[config.mk]
export PLATFORM = sky130hd
export DESIGN_NAME = wh_dist
export DESIGN_NICKNAME = d
export VERILOG_FILES = /design/src/hw/rtl/wh_pkg.sv /design/src/hw/rtl/wh_dist.sv
export SDC_FILE = /design/constraint.sdc
export NUM_CORES = 2
export LEC_CHECK = 0
export BUFFER_PORTS_ARGS = -buffer_cell sky130_fd_sc_hd__buf_2
export CORE_ASPECT_RATIO = 1.75
export CORE_MARGIN = 5
export CORE_UTILIZATION = 57
export DETAILED_ROUTE_END_ITERATION = 7
export PLACE_DENSITY_LB_ADDON = 0.08
export SYNTH_ARGS = -nofsm -noshare
export SYNTH_HDL_FRONTEND = slang
export SYNTH_SLANG_ARGS = --single-unit
[constraint.sdc]
create_clock -name clock -period 15.2 [get_ports clock]
set_clock_uncertainty 0.1 [all_clocks]
set_input_delay 1.52 -clock clock [delete_from_list [all_inputs] [get_ports clock]]
set_output_delay 1.52 -clock clock [all_outputs]
set_load 0.01 [all_outputs]
[src/hw/rtl/wh_pkg.sv]
// Package for the water hydrogen-bond neighbor finder.
// Holds shared widths, payload structs, the controller state type and register codes.
// No dependencies.
`timescale 1ns / 1ps
`default_nettype none
package wh_pkg;

   localparam int MAX_ATOMS = 4096;
   localparam int MAX_BONDS = 8;

   localparam int IDX_W   = 12;
   localparam int CNT_W   = 13;
   localparam int POS_W   = 21;
   localparam int OH_W    = 16;
   localparam int BC_W    = 4;
   localparam int DSQ_W   = 46;
   localparam int D0SQ_W  = 32;
   localparam int CUT2_W  = 42;
   localparam int NB_W    = $clog2(MAX_BONDS + 1);
   localparam int BIDX_W  = (MAX_BONDS > 1) ? $clog2(MAX_BONDS) : 1;
   localparam int ADDR_W  = 5;

   localparam logic OP_LOAD  = 1'b0;
   localparam logic OP_QUERY = 1'b1;

   localparam logic [2:0] REG_BOX_X  = 3'd0;
   localparam logic [2:0] REG_BOX_Y  = 3'd1;
   localparam logic [2:0] REG_BOX_Z  = 3'd2;
   localparam logic [2:0] REG_CUTOFF = 3'd3;
   localparam logic [2:0] REG_OH_LEN = 3'd4;

   typedef struct packed {
      logic             opcode;
      logic [IDX_W-1:0] atom_index;
      logic             is_water_oxygen;
      logic [POS_W-1:0] pos_x;
      logic [POS_W-1:0] pos_y;
      logic [POS_W-1:0] pos_z;
   } req_type;

   typedef struct packed {
      logic [IDX_W-1:0] queried_atom;
      logic [IDX_W-1:0] neighbor_atom;
      logic             found;
      logic [BC_W-1:0]  bond_count;
      logic             last;
   } rsp_type;

   // Table entry: water flag on top, then z, y, x.
   typedef struct packed {
      logic             water;
      logic [POS_W-1:0] z;
      logic [POS_W-1:0] y;
      logic [POS_W-1:0] x;
   } atom_type;

   typedef struct packed {
      logic [POS_W-1:0] x;
      logic [POS_W-1:0] y;
      logic [POS_W-1:0] z;
   } box_type;

   typedef struct packed {
      logic             done;
      logic [DSQ_W-1:0] dsq;
   } dist_rsp_type;

   typedef struct packed {
      logic done;
      logic pass;
   } ang_rsp_type;

   typedef enum logic [3:0] {
      ST_IDLE,
      ST_OI_GET,
      ST_SCAN,
      ST_OJ_GET,
      ST_R0_WAIT,
      ST_H_SEL,
      ST_H_GET,
      ST_H_DIST,
      ST_H_ANG,
      ST_EMIT
   } state_type;

endpackage
`default_nettype wire

[src/hw/rtl/wh_dist.sv]
// Minimum-image squared distance unit, one axis per cycle.
// Depends on wh_pkg.
`timescale 1ns / 1ps
`default_nettype none
module wh_dist import wh_pkg::*; (
   input  wire logic     clock,
   input  wire logic     reset,
   input  wire logic     start,
   input  wire atom_type a_pos,
   input  wire atom_type b_pos,
   input  wire box_type  box,
   output dist_rsp_type rsp
);

   logic             busy_ff, done_ff;
   logic [1:0]       axis_ff;
   atom_type         a_ff, b_ff;
   logic [DSQ_W-1:0] acc_ff;

   logic [POS_W-1:0]        from_c, to_c, box_c;
   logic signed [POS_W+1:0] d, mag, res;
   logic signed [2*POS_W+3:0] sq;

   always_comb begin
      case (axis_ff)
         2'd0:    begin from_c = a_ff.x; to_c = b_ff.x; box_c = box.x; end
         2'd1:    begin from_c = a_ff.y; to_c = b_ff.y; box_c = box.y; end
         default: begin from_c = a_ff.z; to_c = b_ff.z; box_c = box.z; end
      endcase
      d   = $signed({2'b00, to_c}) - $signed({2'b00, from_c});
      mag = d[POS_W+1] ? -d : d;
      res = d;
      if ({mag, 1'b0} > {3'b000, box_c}) begin
         res = d[POS_W+1] ? d + $signed({2'b00, box_c}) : d - $signed({2'b00, box_c});
      end
      sq = res * res;
   end

   always_ff @(posedge clock) begin
      if (reset) begin
         busy_ff <= 1'b0;
         done_ff <= 1'b0;
         axis_ff <= 2'd0;
      end else begin
         done_ff <= 1'b0;
         if (start) begin
            busy_ff <= 1'b1;
            axis_ff <= 2'd0;
         end else if (busy_ff) begin
            axis_ff <= axis_ff + 2'd1;
            if (axis_ff == 2'd2) begin
               busy_ff <= 1'b0;
               done_ff <= 1'b1;
            end
         end
      end
   end

   always_ff @(posedge clock) begin
      if (start) begin
         a_ff   <= a_pos;
         b_ff   <= b_pos;
         acc_ff <= '0;
      end else if (busy_ff) begin
         acc_ff <= acc_ff + DSQ_W'(sq);
      end
   end

   assign rsp.done = done_ff;
   assign rsp.dsq  = acc_ff;

endmodule
`default_nettype wire

# Word level (Yosys, flattened, before mapping)
# Cells that the tools add are included.
word_totals:
  elab_cells: 34
  output_inout_bits: 47
  register_bits: 176
  input_bits: 194
classes:
  n_bitwise: 1
  n_reduce_logical: 3
  addsub: 6
  muxes: 10
  magnitude_cmp: 1
  n_mul: 1
  n_eq_ne: 2
op_table:
  columns: ["op", "n"]
  rows:
  - ["$pmux W21 S2", 3]
  - ["$mux W23", 3]
  - ["$add A46 B46 Y46", 1]
  - ["$mul A23 B23 Y46", 1]
  - ["$gt A24 B21 Y1", 1]
  - ["$add A22 B22 Y23", 1]
  - ["$neg A22 Y23", 1]
  - ["$sub A22 B22 Y23", 1]
  - ["$sub A21 B21 Y22", 1]
  - ["$mux W1", 4]
  - ["$reduce_or A3 Y1", 1]
  - ["$add A2 B1 Y2 const B", 1]
  - ["$eq A2 B1 Y1 const B", 1]
  - ["$eq A2 B2 Y1 const B", 1]
  - ["$logic_not A2 Y1", 1]
  - ["$reduce_or A2 Y1", 1]
  - ["$not A1 Y1", 1]

# Depth between registers and ports, before layout
depth:
  word_depth: 9
  mapped_depth: 65
  depth_no_buf: 57

# Worst setup path before layout
# Ideal clock, no wire load.
synth_path:
  path_kind: "register to register"
  startpoint: "reg axis_ff[0]"
  endpoint: "reg acc_ff[45]"
  path_buffers: 9
  synth_period_minus_slack_ns: 15.052
  arrival_ns: 14.878
  stages_incl_launch_ff: 59
  required_time_ns: 15.026
  setup_ns: 0.074
  slack_ns: 0.148
  cell_sequence: "dfxtp_1 -> inv_1 -> ha_1 -> clkbuf_1 -> nor2_1 -> buf_2 -> clkbuf_1 -> buf_1 -> a21oi_1 -> ha_1 -> a211o_1 -> a211oi_1 -> nor2_1 -> nor2_1 -> a21oi_1 -> o31a_1 -> or2_1 -> clkbuf_1 -> [23 not listed] -> fa_1 -> fa_1 -> inv_1 -> fa_1 -> inv_1 -> ha_1 -> clkbuf_1 -> and3_1 -> o31ai_1 -> a21o_1 -> o211a_1 -> o21ai_0 -> o2111ai_1 -> a21oi_1 -> o31ai_1 -> a21boi_0 -> or4_1 -> a31oi_1"
synth_via:
  elab_chain_len: 9
  elab_cells_between_ends: 15
  classes_between: "add/sub: 5; mul: 1; order compare: 1; eq/ne: 1; mux: 6; reduce/logical: 1"
synth_rtl:
  columns: ["item", "line_no", "text"]
  rows:
  - ["start: declaration", "wh_dist.sv:16", "logic [1:0] axis_ff;"]
  - ["start signal: assignment", "wh_dist.sv:50", "axis_ff <= axis_ff + 2'd1;"]
  - ["$eq A2 B1 Y1 / $logic_not A2 Y1 (equally long branches)", "wh_dist.sv:25", "case (axis_ff)"]
  - ["$pmux W21 S2", "wh_dist.sv:25", null]
  - ["$sub A21 B21 Y22", "wh_dist.sv:30", "d = $signed({2'b00, to_c}) - $signed({2'b00, from_c});"]
  - ["$neg A22 Y23", "wh_dist.sv:31", "mag = d[POS_W+1] ? -d : d;"]
  - ["$mux W23", "wh_dist.sv:31", null]
  - ["$gt A24 B21 Y1", "wh_dist.sv:33", "if ({mag, 1'b0} > {3'b000, box_c}) begin"]
  - ["$mux W23 *", "wh_dist.sv:33", null]
  - ["$mul A23 B23 Y46 *", "wh_dist.sv:36", "sq = res * res;"]
  - ["$add A46 B46 Y46 *", "wh_dist.sv:65", "acc_ff <= acc_ff + DSQ_W'(sq);"]
  - ["end signal: assignment", "wh_dist.sv:65", null]
  - ["end: declaration", "wh_dist.sv:18", "logic [DSQ_W-1:0] acc_ff;"]
# Every way passes the cells marked *; elsewhere a longest branch is shown, timed or not.
# A chain may end at the register's enable or synchronous reset.

# Worst setup path in the final report
layout_path:
  startpoint: "reg axis_ff[0]"
  endpoint: "reg acc_ff[44]"
# Same word-level chain as after synthesis.

==> flow_summary_export.csv <==
group,metric,value,unit
synthesis,synth_area,30800,um^2
synthesis,netlist_instances,3185,
cells_and_area,drive_gt1_share,14.2,%
worst_setup_path,endpoint_kind,"register",
hold_path,hold_end,"acc_ff[17]",
worst_setup_path,required,15.48,ns
global_routing,grt.busiest_layer,"met2",
cells_and_area,layout_commonest_cell,"inv_1",
run_status,status,"completed",
clocking,cts-root-buf,"clkbuf_16",
worst_setup_path,critPathArrivalTime,15.04,ns
synthesis,synth-seq-area-share,15.6,%
worst_setup_path,crit_path_max_fanout,18,
routing,drt_iter0_markers,1181,
synthesis,yosysUniqueCellTypes,98,
global_routing,met1_usage,32.2,%
worst_setup_path,cpPeakStageDelay,0.60,ns
sta,final_max_slew_viol_count,0,
synthesis,syn_area_per_cell,9.66,um^2
floorplanning,core_area,53400,um^2
hold_path,hold_start,"acc_ff[17]",
floorplanning,die_h,317,um
global_routing,grt_remaining_overflow,0,
floorplanning,die_w,186,um
placed_design,post-place-cells,4148,
flow_run,maxCapViolations,0,
placed_design,dp_hpwl,72100,um
worst_setup_path,cpLargestDelayFamily,"adder cells",
placed_design,portBuffers,238,
synthesis,syn_nets,4204,
sta,max_freq,67.7,MHz
floorplanning,ios,241,
synthesis,synth_ff_type,"edfxtp_1",
global_routing,grt_pass1_wl,137000,um
floorplanning,dieArea,58900,um^2
cells_and_area,final_cell_mix,"inv_1, fa_1, nand2_1",
routing,ant_nets,0,
sta,finalSetupViolations,0,
floorplanning,core.rowCount,112,
routing,wl_per_cell,20.4,um
sta,tns,0,ns
global_routing,use_met2,57.8,%
worst_setup_path,rr_worst_depth,57,
cells_and_area,area_delta_synth_final,11.4,%
synthesis,async_reset_ff_share,0,%
sta,slew_headroom,29.6,%
routing,via_count,23365,
hold_path,holdPathStages,2,
worst_setup_path,startpoint_type,"register",
worst_setup_path,r2r_start,"axis_ff[0]",
synthesis,ys_warn_count,0,
cells_and_area,stdcell_count,4185,
global_routing,grt_pass1_vias,26261,
worst_setup_path,critical_path.most_common_cell,"buf_4",
clocking,clock_path_buffers,2,
placed_design,routabilityCongestion,0.957,
global_routing,met3_usage,3.99,%
sta,fin_crit,14.76,ns
clocking,cts_tree,"yes",
worst_setup_path,rr_endpoint,"acc_ff[44]",
synthesis,synth-seq-cells,176,
routing,dr.pass1.iters,7,
routing,drt_wl_total,85400,um
clocking,cts_made_buffers,17,
clocking,cts_num_sinks,176,
worst_setup_path,critical_path_class,"reg2reg",
routing,routed_via_density,5.58,
routing,drc,0,
cells_and_area,nNetsFinal,4506,
sta,hold_viol,0,
global_routing,grt_max_degree,101,
global_routing,antenna_found_initial,2,
sta,worstMarginPinSlew,1.06,ns
worst_setup_path,crit_path_top_delay_cell,"fa_1",
clocking,htree_num_levels,4,
worst_setup_path,cp_num_buf_inv,13,
clocking,clk_latency,0.50,ns
global_routing,grt.total_usage,30.4,%
clocking,clk_pin_slew_worst_paths,0.09,ns
clocking,hold_buffers,0,
worst_setup_path,r2r_slack,0.44,ns
sta,finalCritPeriodShare,97.1,%
synthesis,synth_edf_count,126,
hold_path,hold_class,"reg2reg",
floorplanning,start_util,57.6,%
## area by class of cell
| type | instances | area [um^2] |
|---|---|---|
| Multi-Input combinational cell | 2187 | 22900 |
| Fill cell | 4566 | 19100 |
| Sequential cell | 176 | 4790 |
| Inverter | 719 | 2700 |
| Timing Repair Buffer | 386 | 2370 |
| Tap cell | 684 | 856 |
| Clock buffer | 17 | 425 |
| Clock inverter | 15 | 218 |
| Antenna cell | 1 | 2.50 |
## per-stage QoR
| stage | area [um^2] | hold WS, ns | worst slack (ns) | util (%) |
|---|---|---|---|---|
| 2_1_floorplan | 30800 | 0.411 | 0.148 | - |
| 3_3_place_gp | 33500 | 0.381 | 0.383 | 62.7 |
| 3_5_place_dp | 33500 | 0.399 | 0.189 | 62.7 |
| 4_1_cts | 34100 | 0.413 | 0.126 | 63.9 |
| 5_1_grt | 34300 | 0.431 | -0.0870 | 64.2 |
| 6_report | 34300 | 0.411 | 0.436 | 64.2 |
## worst min-delay path, stage by stage, from the launching register on
cell	delay, ns
dfxtp_1	0.34
nor2_1	0.08
a311oi_1	0.05
## cells in the mapped netlist (13+ instances only)
master	count	share of area (%)
buf_2	34	0.55
mux2i_1	34	1.1
dfxtp_1	50	3.3
xor2_1	36	1.0
fa_1	593	39
and2_1	13	0.26
o21a_1	15	0.37
edfxtp_1	126	12
a22oi_1	27	0.66
inv_1	701	8.6
nor3_1	35	0.57
a21oi_1	126	2.1
nor2_1	280	3.4
nand2_1	291	3.6
nand3_1	29	0.47
o21ai_0	39	0.63
ha_1	232	9.4
clkbuf_1	49	0.60
a22o_1	44	1.3
inv_2	17	0.21
a21o_1	58	1.4
xnor2_1	91	2.6
## how the worst max path moves through the flow
stage,from,end,slack [ns],cells after the start
6_report,axis_ff[0],acc_ff[44],0.44,57
4_1_cts,axis_ff[1],acc_ff[44],0.13,56
2_1_floorplan,axis_ff[0],acc_ff[45],0.15,58
3_3_place_gp,axis_ff[1],acc_ff[44],0.38,58
5_1_grt,axis_ff[0],acc_ff[44],-0.09,58
3_5_place_dp,axis_ff[1],acc_ff[44],0.19,56
## routing by layer
metal,up-vias,share of wire (%)
met5,-,0.015
li1,10649,-
met1,11815,34
met2,667,56
met4,2,6.1
met3,232,4.0
## state kept, by name (all words and copies together), names as in the netlist
name     flops
a_ff        63
acc_ff      46
axis_ff      2
b_ff        63
busy_ff      1
done_ff      1
## cells by family after synthesis
kind of cell,share of synthesized area (%)
compound gates,10.2
fa+ha+maj,48.0
flops,15.6
simple gates,10.5
mux,1.59
buf+inv,10.4
xor+xnor,3.78
## timing repair
| action | in CTS | in global routing |
|---|---|---|
| resized for setup | 0 | 26 |
| setup endpoints to repair | 0 | 12 |
| buffers inserted | 0 | 4 |
Power is not shown: default switching activity piles up to over one toggle a cycle in this logic, so the estimate is an artifact.
