==> src/hw/rtl/wh_pkg.sv <==
// Package for the water hydrogen-bond neighbor finder.
// Holds shared widths, payload structs, the controller state type and register codes.
// No dependencies.
`timescale 1ns / 1ps
`default_nettype none
package wh_pkg;

   localparam int MAX_ATOMS = 4096;
   localparam int MAX_BONDS = 8;

   localparam int IDX_W   = 12;
   localparam int CNT_W   = 13;
   localparam int POS_W   = 21;
   localparam int OH_W    = 16;
   localparam int BC_W    = 4;
   localparam int DSQ_W   = 46;
   localparam int D0SQ_W  = 32;
   localparam int CUT2_W  = 42;
   localparam int NB_W    = $clog2(MAX_BONDS + 1);
   localparam int BIDX_W  = (MAX_BONDS > 1) ? $clog2(MAX_BONDS) : 1;
   localparam int ADDR_W  = 5;

   localparam logic OP_LOAD  = 1'b0;
   localparam logic OP_QUERY = 1'b1;

   localparam logic [2:0] REG_BOX_X  = 3'd0;
   localparam logic [2:0] REG_BOX_Y  = 3'd1;
   localparam logic [2:0] REG_BOX_Z  = 3'd2;
   localparam logic [2:0] REG_CUTOFF = 3'd3;
   localparam logic [2:0] REG_OH_LEN = 3'd4;

   typedef struct packed {
      logic             opcode;
      logic [IDX_W-1:0] atom_index;
      logic             is_water_oxygen;
      logic [POS_W-1:0] pos_x;
      logic [POS_W-1:0] pos_y;
      logic [POS_W-1:0] pos_z;
   } req_type;

   typedef struct packed {
      logic [IDX_W-1:0] queried_atom;
      logic [IDX_W-1:0] neighbor_atom;
      logic             found;
      logic [BC_W-1:0]  bond_count;
      logic             last;
   } rsp_type;

   // Table entry: water flag on top, then z, y, x.
   typedef struct packed {
      logic             water;
      logic [POS_W-1:0] z;
      logic [POS_W-1:0] y;
      logic [POS_W-1:0] x;
   } atom_type;

   typedef struct packed {
      logic [POS_W-1:0] x;
      logic [POS_W-1:0] y;
      logic [POS_W-1:0] z;
   } box_type;

   typedef struct packed {
      logic             done;
      logic [DSQ_W-1:0] dsq;
   } dist_rsp_type;

   typedef struct packed {
      logic done;
      logic pass;
   } ang_rsp_type;

   typedef enum logic [3:0] {
      ST_IDLE,
      ST_OI_GET,
      ST_SCAN,
      ST_OJ_GET,
      ST_R0_WAIT,
      ST_H_SEL,
      ST_H_GET,
      ST_H_DIST,
      ST_H_ANG,
      ST_EMIT
   } state_type;

endpackage
`default_nettype wire

==> src/hw/rtl/wh_angle.sv <==
// Exact squared-cosine angle test with a 48x16 multiplier over six steps.
// Depends on wh_pkg.
`timescale 1ns / 1ps
`default_nettype none
module wh_angle import wh_pkg::*; (
   input  wire logic              clock,
   input  wire logic              reset,
   input  wire logic              start,
   input  wire logic [DSQ_W-1:0]  r0sq,
   input  wire logic [DSQ_W-1:0]  rsq,
   input  wire logic [D0SQ_W-1:0] d0sq,
   output ang_rsp_type            rsp
);

   localparam int OP_W  = 48;
   localparam int ACC_W = 96;

   logic             busy_ff, done_ff, npos_ff;
   logic [2:0]       step_ff;
   logic [OP_W-1:0]  n_ff, r3_ff, d0_ff;
   logic [ACC_W-1:0] lacc_ff, racc_ff;

   logic [OP_W-1:0]  n_c;
   logic [OP_W-1:0]  opa, opb;
   logic [1:0]       dig;
   logic [15:0]      digit;
   logic [63:0]      pp;
   logic [ACC_W-1:0] pp_sh;

   assign n_c = OP_W'(d0sq) + OP_W'(r0sq) - OP_W'(rsq);

   always_comb begin
      if (step_ff < 3'd3) begin
         opa = n_ff;
         opb = n_ff;
         dig = step_ff[1:0];
      end else begin
         opa = r3_ff;
         opb = d0_ff;
         dig = 2'(step_ff - 3'd3);
      end
      digit = 16'(opb >> (16 * dig));
      pp    = opa * digit;
      pp_sh = ACC_W'(pp) << (16 * dig);
   end

   always_ff @(posedge clock) begin
      if (reset) begin
         busy_ff <= 1'b0;
         done_ff <= 1'b0;
         step_ff <= 3'd0;
      end else begin
         done_ff <= 1'b0;
         if (start) begin
            busy_ff <= 1'b1;
            step_ff <= 3'd0;
         end else if (busy_ff) begin
            step_ff <= step_ff + 3'd1;
            if (step_ff == 3'd5) begin
               busy_ff <= 1'b0;
               done_ff <= 1'b1;
            end
         end
      end
   end

   always_ff @(posedge clock) begin
      if (start) begin
         n_ff    <= n_c;
         npos_ff <= !n_c[OP_W-1] && (n_c != '0);
         r3_ff   <= OP_W'(r0sq) + OP_W'({r0sq, 1'b0});
         d0_ff   <= OP_W'(d0sq);
         lacc_ff <= '0;
         racc_ff <= '0;
      end else if (busy_ff) begin
         if (step_ff < 3'd3) begin
            lacc_ff <= lacc_ff + pp_sh;
         end else begin
            racc_ff <= racc_ff + pp_sh;
         end
      end
   end

   assign rsp.done = done_ff;
   assign rsp.pass = npos_ff && (lacc_ff > racc_ff);

endmodule
`default_nettype wire

==> config.mk <==
export PLATFORM = sky130hd
export DESIGN_NAME = wh_angle
export DESIGN_NICKNAME = d
export VERILOG_FILES = /design/src/hw/rtl/wh_pkg.sv /design/src/hw/rtl/wh_angle.sv
export SDC_FILE = /design/constraint.sdc
export NUM_CORES = 2
export LEC_CHECK = 0
export BUFFER_PORTS_ARGS = -buffer_cell sky130_fd_sc_hd__buf_2
export CORE_ASPECT_RATIO = 1.4
export CORE_MARGIN = 2
export CORE_UTILIZATION = 55
export DETAILED_ROUTE_END_ITERATION = 16
export PLACE_DENSITY = 0.76
export SLEW_MARGIN = 10
export SYNTH_ARGS = -nofsm -noshare
export SYNTH_HDL_FRONTEND = slang
export SYNTH_SLANG_ARGS = --single-unit
export TNS_END_PERCENT = 30
==> constraint.sdc <==
create_clock -name clock -period 13.9 [get_ports clock]
set_input_delay 2.78 -clock clock [delete_from_list [all_inputs] [get_ports clock]]
set_output_delay 2.78 -clock clock [all_outputs]
set_load 0.005 [all_outputs]
Yosys cells after proc, flatten, opt, wreduce, memory -nomap -nowiden
Cells that the tools add are included.
W data, S select, Z words.
Operators by class
  muxes and demuxes: 7
  add/subtract/negate cells: 7
  order comparisons: 2
  bitwise operators: 2
  shift operators: 2
  equality and inequality tests: 1
  multiply operators: 1
  reduce and logical (&&, ||, !) cells: 8
Operators with widths (count)
  $add A96 B96 Y96: 2
  $gt A96 B96 Y1: 1
  $mux W48: 2
  $shl A64 B6 Y96: 1
  $mul A48 B16 Y64: 1
  $add A46 B47 Y48: 1
  $reduce_bool A48 Y1: 1
  $shr A48 B6 Y16: 1
  $sub A47 B46 Y48: 1
  $add A32 B46 Y47: 1
  $mux W1: 4
  $reduce_and A2 Y1: 2
  $add A3 B1 Y3 const B: 1
  $eq A3 B3 Y1 const B: 1
  $lt A3 B2 Y1 const B: 1
  $reduce_or A3 Y1: 1
  $logic_and A1 B1 Y1: 2
  $mux W2: 1
  $not A1 Y1: 2
  $reduce_or A2 Y1: 1
  $sub A2 B2 Y2 const B: 1
  $logic_not A1 Y1: 1
Storage, ports and cells
  input port bits: 127
  logic and storage cells: 39
  output and inout bits: 2
  register bits: 326

Longest topological paths before layout
  depth in word-level cells: 6
  gate-level depth with buffers: 51
  mapped depth without buffers: 48

Worst setup path before layout
No wires, ideal clock.
  path kind: flip-flop to flip-flop
  start point: register step_ff[1]
  end point: register racc_ff[95]
  period minus slack after synthesis: 11152 ps
  stages on the path, launching flop included: 47
  slack: 2748 ps
  data arrival time: 11082 ps
  required time: 13830 ps
  path buffers: 4
  setup time: 70 ps
  path through: dfxtp_1 -> inv_1 -> ha_1 -> o21ai_0 -> o21ai_1 -> clkbuf_1 -> buf_1 -> a32o_1 -> clkbuf_1 -> nand2_1 -> fa_1 -> inv_1 -> fa_1 -> inv_1 -> fa_1 -> inv_1 -> fa_1 -> fa_1 -> (+11 left out) -> o2111ai_1 -> o2111a_1 -> a21oi_1 -> xnor2_1 -> a221o_1 -> ha_1 -> clkbuf_1 -> nand2_1 -> or3_1 -> or3_1 -> nor4_1 -> nor2_1 -> o41ai_2 -> a311oi_1 -> o31ai_1 -> xor2_1 -> or3_1 -> a21oi_1
Between the ends
  word-level cells in the longest chain between the ends: 6
  elaborated cells on any way between the ends: 11
  classes of those cells: add/sub (2); mul (1); order compare (1); shift (2); mux (3); bitwise (1); reduce/logical (1)
RTL lines
  start, declared: line wh_angle.sv:19  | logic [2:0] step_ff;
  start signal, assigned: line wh_angle.sv:58  | step_ff <= step_ff + 3'd1;
  $lt A3 B2 Y1 / $sub A2 B2 Y2 (equally long branches): line wh_angle.sv:33, wh_angle.sv:76, wh_angle.sv:40
  $mux W48 / $mux W2 (equally long branches): line wh_angle.sv:33  | if (step_ff < 3'd3) begin
  $shr A48 B6 Y16: line wh_angle.sv:42  | digit = 16'(opb >> (16 * dig));
  $mul A48 B16 Y64: line wh_angle.sv:43  | pp = opa * digit;
  $shl A64 B6 Y96: line wh_angle.sv:44  | pp_sh = ACC_W'(pp) << (16 * dig);
  $add A96 B96 Y96: line wh_angle.sv:79  | racc_ff <= racc_ff + pp_sh;
  end signal, assigned: line wh_angle.sv:79
  end, declared: line wh_angle.sv:21  | logic [ACC_W-1:0] lacc_ff, racc_ff;
Parallel ways exist; a longest one is shown, timed or not.
A chain may end at the register's enable or synchronous reset.

Worst setup path after layout
  start point: register step_ff[1]
  end point: register lacc_ff[95]
Between the ends
  word-level cells in the longest chain between the ends: 6
  elaborated cells on any way between the ends: 10
  classes of those cells: add/sub (2); mul (1); order compare (1); shift (2); mux (3); reduce/logical (1)
RTL lines
  $lt A3 B2 Y1 / $sub A2 B2 Y2 (equally long branches): line wh_angle.sv:33, wh_angle.sv:76, wh_angle.sv:40
  $mux W48 / $mux W2 (equally long branches): line wh_angle.sv:33
  $shr A48 B6 Y16: line wh_angle.sv:42
  $mul A48 B16 Y64: line wh_angle.sv:43
  $shl A64 B6 Y96: line wh_angle.sv:44
  $add A96 B96 Y96: line wh_angle.sv:77  | lacc_ff <= lacc_ff + pp_sh;
  end signal, assigned: line wh_angle.sv:77
  end, declared: line wh_angle.sv:21
Parallel ways exist; a longest one is shown, timed or not.

==> summary.txt <==
GRT Residual Overflow: 0
Synth Area in Adders: 36.0%
Met1 WL: 70.7 mm
Wire length per cell: 23.5 µm
# clock sinks: 326
Status: complete, no violations
Clk Latency, worst-skew pair: 0.64 ns
Post-synthesis share of cell area spent on xor and xnor gates: 4.81%
Hold_ws: 0.477 ns
Cell at the root of the clock tree: sky130_fd_sc_hd__clkbuf_16
Final weighted congestion in routability-driven placement: 1.03
GRT Overall Usage: 37.3%
First-iteration detailed-routing DRC count: 4648
Growth of design area from synthesis to finish: 6.17%
Worst relative slew slack: 12.2%
Clk slew on worst S/H paths: 0.06 ns
Routed length on met2: 92.3 mm
TritonCTS clock tree: done
Largest net degree at the start of global routing: 61
Type of the worst setup path: reg -> reg
Core area: 101000 µm²
Detailed-route DRC error count: 0
Buffer levels on the longest clock path: 3
Synth top area share: 24.1%
Detail Route met3 WL: 15.6 mm
Overall die width: 274 µm
Largest clock skew in the final design: 0.0573 ns
Combinational family with the most area after synthesis: adder cells
Total of buffers placed on input and output ports: 128
Number of buffers added for setup after CTS: 0
Cell with the most instances on the worst path: sky130_fd_sc_hd__fa_1
Vias after detailed routing: 51800
DIE HEIGHT: 382 µm
Maxcap violations: 0
Ys flop type: sky130_fd_sc_hd__dfxtp_1
Total of endpoints with negative setup slack in the final report: 0
Worst slew pin tran: 1.31 ns
Cell type of the slowest stage on the worst timing path: sky130_fd_sc_hd__fa_1
DPL Wire Length: 160 mm
Initial core utilization: 55.6%
Num ports: 129
H-tree depth: 2
Finished Layout Cells: 8384
Crit path max fanout: 25
Post-layout net count: 8347
Share of synthesized flip-flops with an asynchronous set or reset: 0%
Share of post-route cells with drive strength above 1: 5.26%
Number of hold buffers added after cts: 0
Period minus WS final: 13.52 ns
Number of instances in the synthesized netlist: 7088
Synthesis Warnings: 0
Most numerous cell in the Yosys netlist: sky130_fd_sc_hd__nand2_1
Part of the cycle the worst path needs: 97.3%
Number of nets still failing antenna checks after routing: 0
Hold Fails Final Rpt: 0
Avg Cell Area, Syn: 7.93 µm²
Worst path arrival time: 14.04 ns
Post-synthesis cell type count: 103
Delay of the slowest critical-path stage: 0.55 ns
Post-synthesis sequential element count: 326
Final Cell Area: 59700 µm²
Total number of placement rows: 138
Critical path required time: 14.42 ns
Number of vias per cell: 6.17
Critical path launch point type: flip-flop
Number of global-route vias before repair: 52500
Sum of negative setup slack: 0 ns
Crit path capture type: flip-flop
Fmax: 0.0739 GHz
Post-Synthesis Net Count: 8425
Wire length after detailed routing: 197 mm
Multiplexer share of the synthesized area: 0.467%
Leading post-synthesis cells by instance count: sky130_fd_sc_hd__nand2_1 (1108), sky130_fd_sc_hd__inv_1 (1044), sky130_fd_sc_hd__fa_1 (678), sky130_fd_sc_hd__a21oi_1 (650), sky130_fd_sc_hd__nor2_1 (535)
DR pass1 iterations: 6
Num CTS Buffers: 41
Number of antenna violations at the first check in global routing: 14
Uppermost layer routed: met5
Post-synthesis compound-gate area fraction: 18.7%
Global-route wire length before repair: 299 mm
Total Die Area: 105000 µm²
Post-synthesis sequential area ratio: 13.9%
Syn Std Cell Area: 56200 µm²
Hold Crit Class: reg -> reg
Max-slew violation count: 0
Ranking of synthesized cells by area: sky130_fd_sc_hd__fa_1 (24%), sky130_fd_sc_hd__ha_1 (12%), sky130_fd_sc_hd__nand2_1 (7.4%), sky130_fd_sc_hd__dfxtp_1 (7.0%), sky130_fd_sc_hd__inv_1 (7.0%)
Instance area after placement: 58100 µm²
Placed cells: 8296
Basic-gate share of the synthesized area counting and, or, nand and nor cells: 16.9%
Number of enable-type register cells in the synthesized netlist: 129
Leading area contributor after synthesis: sky130_fd_sc_hd__fa_1
-- state kept, by name (all words and copies together), names as in the netlist --
| register | count |
|---|---|
| busy_ff | 1 |
| d0_ff | 32 |
| done_ff | 1 |
| lacc_ff | 96 |
| n_ff | 48 |
| npos_ff | 1 |
| r3_ff | 48 |
| racc_ff | 96 |
| step_ff | 3 |
-- cells by family after synthesis --
kind of cell | Yosys count
compound gates | 1650
xor+xnor | 309
fa+ha+maj | 1210
buf+inv | 1385
flops | 326
mux | 26
simple gates | 2182
-- repair_timing --
item                                    4_1_cts  5_1_grt
gates resized for setup                       0       11
endpoints found under the hold margin         0        0
endpoints found under the setup margin        0       21
-- layout make-up --
| cell class | count | area, µm² |
|---|---|---|
| multi-input combinational | 5378 | 43300 |
| fill | 9308 | 41500 |
| sequential | 326 | 7820 |
| inverter | 1044 | 3920 |
| tap | 1330 | 1660 |
| timing repair buffer | 219 | 1370 |
| clock buffer | 53 | 1170 |
| clock inverter | 20 | 368 |
| antenna | 14 | 35.0 |
-- layout by cell type, fill, tap and decap left out, types with 46 or more instances in the layout --
cell type	instances
sky130_fd_sc_hd__nand2b_1	47
sky130_fd_sc_hd__nor3_1	60
sky130_fd_sc_hd__a21oi_1	649
sky130_fd_sc_hd__a21o_1	256
sky130_fd_sc_hd__o21a_1	46
sky130_fd_sc_hd__nor2_1	533
sky130_fd_sc_hd__o21ai_0	238
sky130_fd_sc_hd__xnor2_1	197
sky130_fd_sc_hd__edfxtp_1	129
sky130_fd_sc_hd__nor2b_1	57
sky130_fd_sc_hd__o21bai_1	68
sky130_fd_sc_hd__xor2_1	112
sky130_fd_sc_hd__inv_1	1044
sky130_fd_sc_hd__and2_1	63
sky130_fd_sc_hd__nand3_1	72
sky130_fd_sc_hd__buf_4	88
sky130_fd_sc_hd__ha_1	532
sky130_fd_sc_hd__nand2_1	1106
sky130_fd_sc_hd__nand4_1	113
sky130_fd_sc_hd__buf_2	127
sky130_fd_sc_hd__fa_1	678
sky130_fd_sc_hd__dfxtp_1	194
-- worst paths after layout --
path                            depth (start not counted)  slack [ns]        start           to
worst max-delay path                                   48        0.38   step_ff[1]  lacc_ff[95]
worst min-delay path                                    2        0.48  racc_ff[24]  racc_ff[24]
worst max register to register                         48        0.38   step_ff[1]  lacc_ff[95]
worst min register to register                          2        0.48  racc_ff[24]  racc_ff[24]
-- worst max-delay path, delay by kind of cell (launching register included) --
family / cells / cell delay [ns]
buffers and inverters: 8 / 1.26
muxes: 1 / 0.20
AOI/OAI and AO/OA: 15 / 3.43
xor gates and xnor gates: 2 / 0.42
adders and majority gates: 9 / 4.29
DFF: 1 / 0.54
and+or+nand+nor: 13 / 3.20
-- stage by stage --
stage	util [%]	worst slack [ns]
2_1_floorplan	-	2.75
3_3_place_gp	57.4	0.759
5_1_grt	59.0	-0.00587
3_5_place_dp	57.4	0.491
6_report	59.0	0.377
4_1_cts	58.9	0.293
-- routing by layer --
metal | GRT usage, % | vias up
met3 | 6.06 | 843
met2 | 61.1 | 2572
met5 | 0 | -
met1 | 43.4 | 25000
li1 | - | 23300
met4 | 29.3 | 4
Power is left out: the tool's default activity adds up to more than one toggle a clock period on the data nets, which glitch-free logic cannot reach.
